==> config.mk <==
export PLATFORM = sky130hd
export DESIGN_NAME = rcog_div
export DESIGN_NICKNAME = d
export VERILOG_FILES = /design/src/hdl/rcog_pkg.sv /design/src/hdl/rcog_div.sv
export SDC_FILE = /design/constraint.sdc
export NUM_CORES = 1
export LEC_CHECK = 0
export BUFFER_PORTS_ARGS = -buffer_cell sky130_fd_sc_hd__buf_4
export CAP_MARGIN = 20
export CELL_PAD_IN_SITES_DETAIL_PLACEMENT = 1
export CELL_PAD_IN_SITES_GLOBAL_PLACEMENT = 1
export CORE_AREA = 2 2 88 90
export DETAILED_ROUTE_END_ITERATION = 6
export DIE_AREA = 0 0 90 92
export PLACE_DENSITY_LB_ADDON = 0.1
export SYNTH_ARGS = -nofsm -noshare
export SYNTH_HDL_FRONTEND = slang
export SYNTH_SLANG_ARGS = --single-unit
==> constraint.sdc <==
create_clock -name clk -period 4.4 [get_ports clk]
set_input_delay 0.88 -clock clk [delete_from_list [all_inputs] [get_ports clk]]
set_output_delay 0.88 -clock clk [all_outputs]
set_load 0.01 [all_outputs]
==> src/hdl/rcog_pkg.sv <==
// Shared types and constants for the ray cast occupancy grid unit.
// Depends on nothing; every other file but rcog_map_ram refers to it by scoped names.
`timescale 1ns / 1ps
`default_nettype none

package rcog_pkg;

    // Field widths of the input and result words
    localparam int OPCODE_BITS  = 2;
    localparam int COORD_BITS   = 10;
    localparam int DIR_BITS     = 16;
    localparam int FRAC_BITS    = 14;
    localparam int RANGE_BITS   = 12;
    localparam int OCC_BITS     = 7;
    localparam int TOUCHED_BITS = 13;

    // Beam accumulator holds k * dir; position is its integer part plus the start
    localparam int ACC_BITS = RANGE_BITS + DIR_BITS + 1;
    localparam int POS_BITS = ACC_BITS - FRAC_BITS + 1;

    // Divider produces one quotient bit per step
    localparam int DIV_STEP_BITS = $clog2(OCC_BITS);

    localparam int MAP_SIDE_DEFAULT   = 1024;
    localparam int COUNT_BITS_DEFAULT = 8;

    localparam logic [RANGE_BITS-1:0] RANGE_RESET = 12'd200;
    localparam logic [OCC_BITS-1:0]   UNKNOWN_PCT = 7'd50;
    localparam logic [OCC_BITS-1:0]   FULL_PCT    = 7'd100;
    localparam int                    PCT_SCALE   = 100;

    typedef enum logic [OPCODE_BITS-1:0] {
        OP_CAST  = 2'd0,
        OP_READ  = 2'd1,
        OP_CLEAR = 2'd2,
        OP_NOP   = 2'd3
    } op_t;

    typedef enum logic [2:0] {
        ST_IDLE,
        ST_CAST_ADDR,
        ST_CAST_WB,
        ST_RD_WAIT,
        ST_RD_DIV,
        ST_CLEAR,
        ST_EMIT
    } state_t;

endpackage

`default_nettype wire

==> src/hdl/rcog_div.sv <==
// Restoring divider for the occupancy ratio, one quotient bit per cycle.
// Depends on rcog_pkg; caller guarantees num < 2^OCC_BITS * den.
`timescale 1ns / 1ps
`default_nettype none

module rcog_div #(
    parameter int COUNT_BITS = rcog_pkg::COUNT_BITS_DEFAULT
) (
    input  wire logic                                   clk,
    input  wire logic                                   rst_n,
    input  wire logic                                   start,
    input  wire logic [COUNT_BITS+rcog_pkg::OCC_BITS-1:0] num,
    input  wire logic [COUNT_BITS-1:0]                  den,
    output logic                                        done,
    output logic      [rcog_pkg::OCC_BITS-1:0]          quo
);

    localparam int NUM_BITS = COUNT_BITS + rcog_pkg::OCC_BITS;
    localparam int QB       = rcog_pkg::OCC_BITS;
    localparam int SB       = rcog_pkg::DIV_STEP_BITS;

    logic              busy_reg, busy_next;
    logic              done_reg, done_next;
    logic [SB-1:0]     cnt_reg, cnt_next;
    logic [NUM_BITS-1:0] rem_reg, rem_next;
    logic [NUM_BITS-1:0] dsh_reg, dsh_next;
    logic [QB-1:0]     quo_reg, quo_next;

    always_comb
    begin
        busy_next = busy_reg;
        done_next = 1'b0;
        cnt_next  = cnt_reg;
        rem_next  = rem_reg;
        dsh_next  = dsh_reg;
        quo_next  = quo_reg;
        if (start)
        begin
            busy_next = 1'b1;
            cnt_next  = SB'(QB - 1);
            rem_next  = num;
            dsh_next  = NUM_BITS'(den) << (QB - 1);
            quo_next  = '0;
        end
        else if (busy_reg)
        begin
            if (rem_reg >= dsh_reg)
            begin
                rem_next = rem_reg - dsh_reg;
                quo_next = {quo_reg[QB-2:0], 1'b1};
            end
            else
            begin
                quo_next = {quo_reg[QB-2:0], 1'b0};
            end
            dsh_next = dsh_reg >> 1;
            if (cnt_reg == '0)
            begin
                busy_next = 1'b0;
                done_next = 1'b1;
            end
            else
            begin
                cnt_next = cnt_reg - 1'b1;
            end
        end
    end

    always_ff @(posedge clk or negedge rst_n)
    begin
        if (!rst_n)
        begin
            busy_reg <= 1'b0;
            done_reg <= 1'b0;
        end
        else
        begin
            busy_reg <= busy_next;
            done_reg <= done_next;
        end
    end

    always_ff @(posedge clk)
    begin
        cnt_reg <= cnt_next;
        rem_reg <= rem_next;
        dsh_reg <= dsh_next;
        quo_reg <= quo_next;
    end

    assign done = done_reg;
    assign quo  = quo_reg;

endmodule

`default_nettype wire

==> metrics <==
status complete, no violations; average routed wire per standard cell between 15 and 20 um; worst min path class primary input to asynchronous set/reset pin; fillcell total slightly below 900; Boundary Pins 34; grt ovf 0; synth warn 0; Reg area 1060 sq um; FF+latch count, synth 41; dpl ws approximately 1.9 ns; Post-Route Skew 0.0101 ns; DRT iter0 DRCs 52; Initial Util around 33%; area growth from synthesis to layout 16.7%; kind of critical path register to register; drt first pass iters 4; Most used DFF post-synth edfxtp_1; number of synthesized flops with an enable pin 23; Reg clk slew, reported paths 0.09 ns; Post-route DRC 0; Tmin final 2.52 ns; H-Tree Depth 2; final hold viol count 0; CTS tree built; Final period util 57.2%; Cell Pwr Density 645 nW/um^2; commonest cells after routing, fill and taps aside 34 x buf_4, 28 x nand2_1, 25 x inv_1; Longest Clk Path Bufs 2; Setup crit start kind register; chip width 90 um; # rows 32; Die Area 8280 sq um; FMAX 397 MHz; IO buf count 33; Tot GR Track Use 14.9%; critical path arrival 2.58 ns; area of the multi-input gates 1250 sq um; CTS Sinks 41; synthesized cell area approximately 2500 sq um; max reg flops 15; max-cap violations 0; largest net degree at the start of global routing 57; first-pass GRT wire length between 9000 and 10000 um; asr flop ratio synth 4.88%; Final ANT Viol Nets 0; vias per inst slightly below 5; Worst-Skew Late Latency approximately 0.3 ns; sequential fraction of the synthesis area 43.0%; Slew Limit Fails 0; CTS buffer count 5; Worst setup EP type register; final instance area 2880 sq um; Setup Fix Bufs, Post-CTS 0; hold buffers post-CTS 0; ant diodes 0; fin cells 389; WHS around 0.34 ns; Cells after Synth 258; layout cells sized above 1 17.1%; Final WS setup 1.88 ns; Leak Pwr 1.26 nW; RSZ-0062 raised after global routing no; total power 1.86 mW; vias in the first global route 2005; Tightest Pin Transition 0.921 ns; Syn Nets 301; die height 92 um; Avg Cell Area, Syn between 9 and 10 sq um; Setup TNS 0 ns; max_slew headroom 38.6%; Core ar. 7450 sq um; Root Driver clkbuf_8; Finished Core Util 38.7%; Max IR drop VDD roughly 0.22 mV; reg-to-reg slack, setup approximately 1.9 ns; total vias in the final route 1922; Final setup violation count 0; post-synth cell types between 50 and 60; CP Data Required Time around 4.5 ns; Final nets roughly 330; initial antenna violation count 0; Routed WL about 5800 um; Resize count post-CTS 0; GP Congestion 0.761; Worst Path Max Fanout 4; estimated wirelength of the detail-placed design between 4000 and 5000 um; placed cells 381; commonest non-fill, non-tap cell in the layout buf_4; placed cell area 2790 sq um
[routing by layer]
| layer | vias to the layer above | track usage [%] | wire (um) |
|---|---|---|---|
| met3 | 6 | 3.53 | 204 |
| met4 | 0 | 4.36 | 68 |
| met2 | 27 | 23.9 | 2630 |
| li1 | 973 | - | - |
| met5 | - | 0 | 0 |
| met1 | 916 | 20.1 | 2940 |
[critical path: stages, from the launching register on]
cell      delay [ns]
edfxtp_1        0.37
inv_1           0.06
ha_1            0.16
inv_1           0.06
fa_1            0.41
a21o_1          0.25
a221oi_4        0.33
a211oi_1        0.16
o21a_1          0.20
o31a_1          0.27
[layout make-up]
class | count | share of cell area [%]
inverter | 25 | 3.26
clock buffer | 5 | 2.39
multi-input combinational | 179 | 43.4
timing repair buffer | 34 | 8.85
sequential | 41 | 36.8
tap | 102 | 4.43
clock inverter | 3 | 0.868
[synthesized netlist by cell type (all sizes together) (3+ instances only)]
library cell	n	share of area (%)
o21a	4	1.2
mux2i	12	4.9
nand2	28	4.3
clkbuf	5	0.76
xnor2	8	2.8
a21oi	14	2.8
a31oi	3	0.76
dfxtp	16	13
nand4	3	1.4
a21o	7	2.1
inv	25	3.8
mux2	3	1.4
buf	8	1.8
a22o	3	1.1
nor3	3	0.61
edfxtp	23	28
ha	16	8.1
nor2	20	3.0
o21ai	22	4.5
[worst paths after layout]
path,startpoint,end,cells after the start
max in group asynchronous,rst_n,done$_DFF_PN0_,1
worst max register to register,rem_reg[0]$_DFFE_PP_,rem_reg[14]$_DFFE_PP_,9
worst max-delay path,rem_reg[0]$_DFFE_PP_,rem_reg[14]$_DFFE_PP_,9
min in group clk,cnt_reg[2]$_SDFFE_PP1P_,done$_DFF_PN0_,1
worst min-delay path,rst_n,busy_reg$_DFF_PN0_,1
worst min register to register,cnt_reg[2]$_SDFFE_PP1P_,done$_DFF_PN0_,1
[cell families (layout without fill, tap and decap cells)]
kind of cell / after synthesis / after routing / synth area share (%)
and+or+nand+nor: 65 / 65 / 12.2
DFF: 41 / 41 / 43.0
muxes: 15 / 15 / 6.23
xor gates and xnor gates: 10 / 10 / 3.55
buffers and inverters: 38 / 67 / 6.38
adders and majority gates: 17 / 17 / 8.92
AOI/OAI and AO/OA: 72 / 72 / 19.8
[where the power goes]
| part | leakage (nW) | switching (mW) | internal, mW |
|---|---|---|---|
| registers | 0.400 | 0.0691 | 0.551 |
| logic | 0.813 | 0.546 | 0.423 |
| clock network | 0.0447 | 0.154 | 0.115 |
| total | 1.26 | 0.769 | 1.09 |
Note: power is estimated with default switching activity, not from simulation.
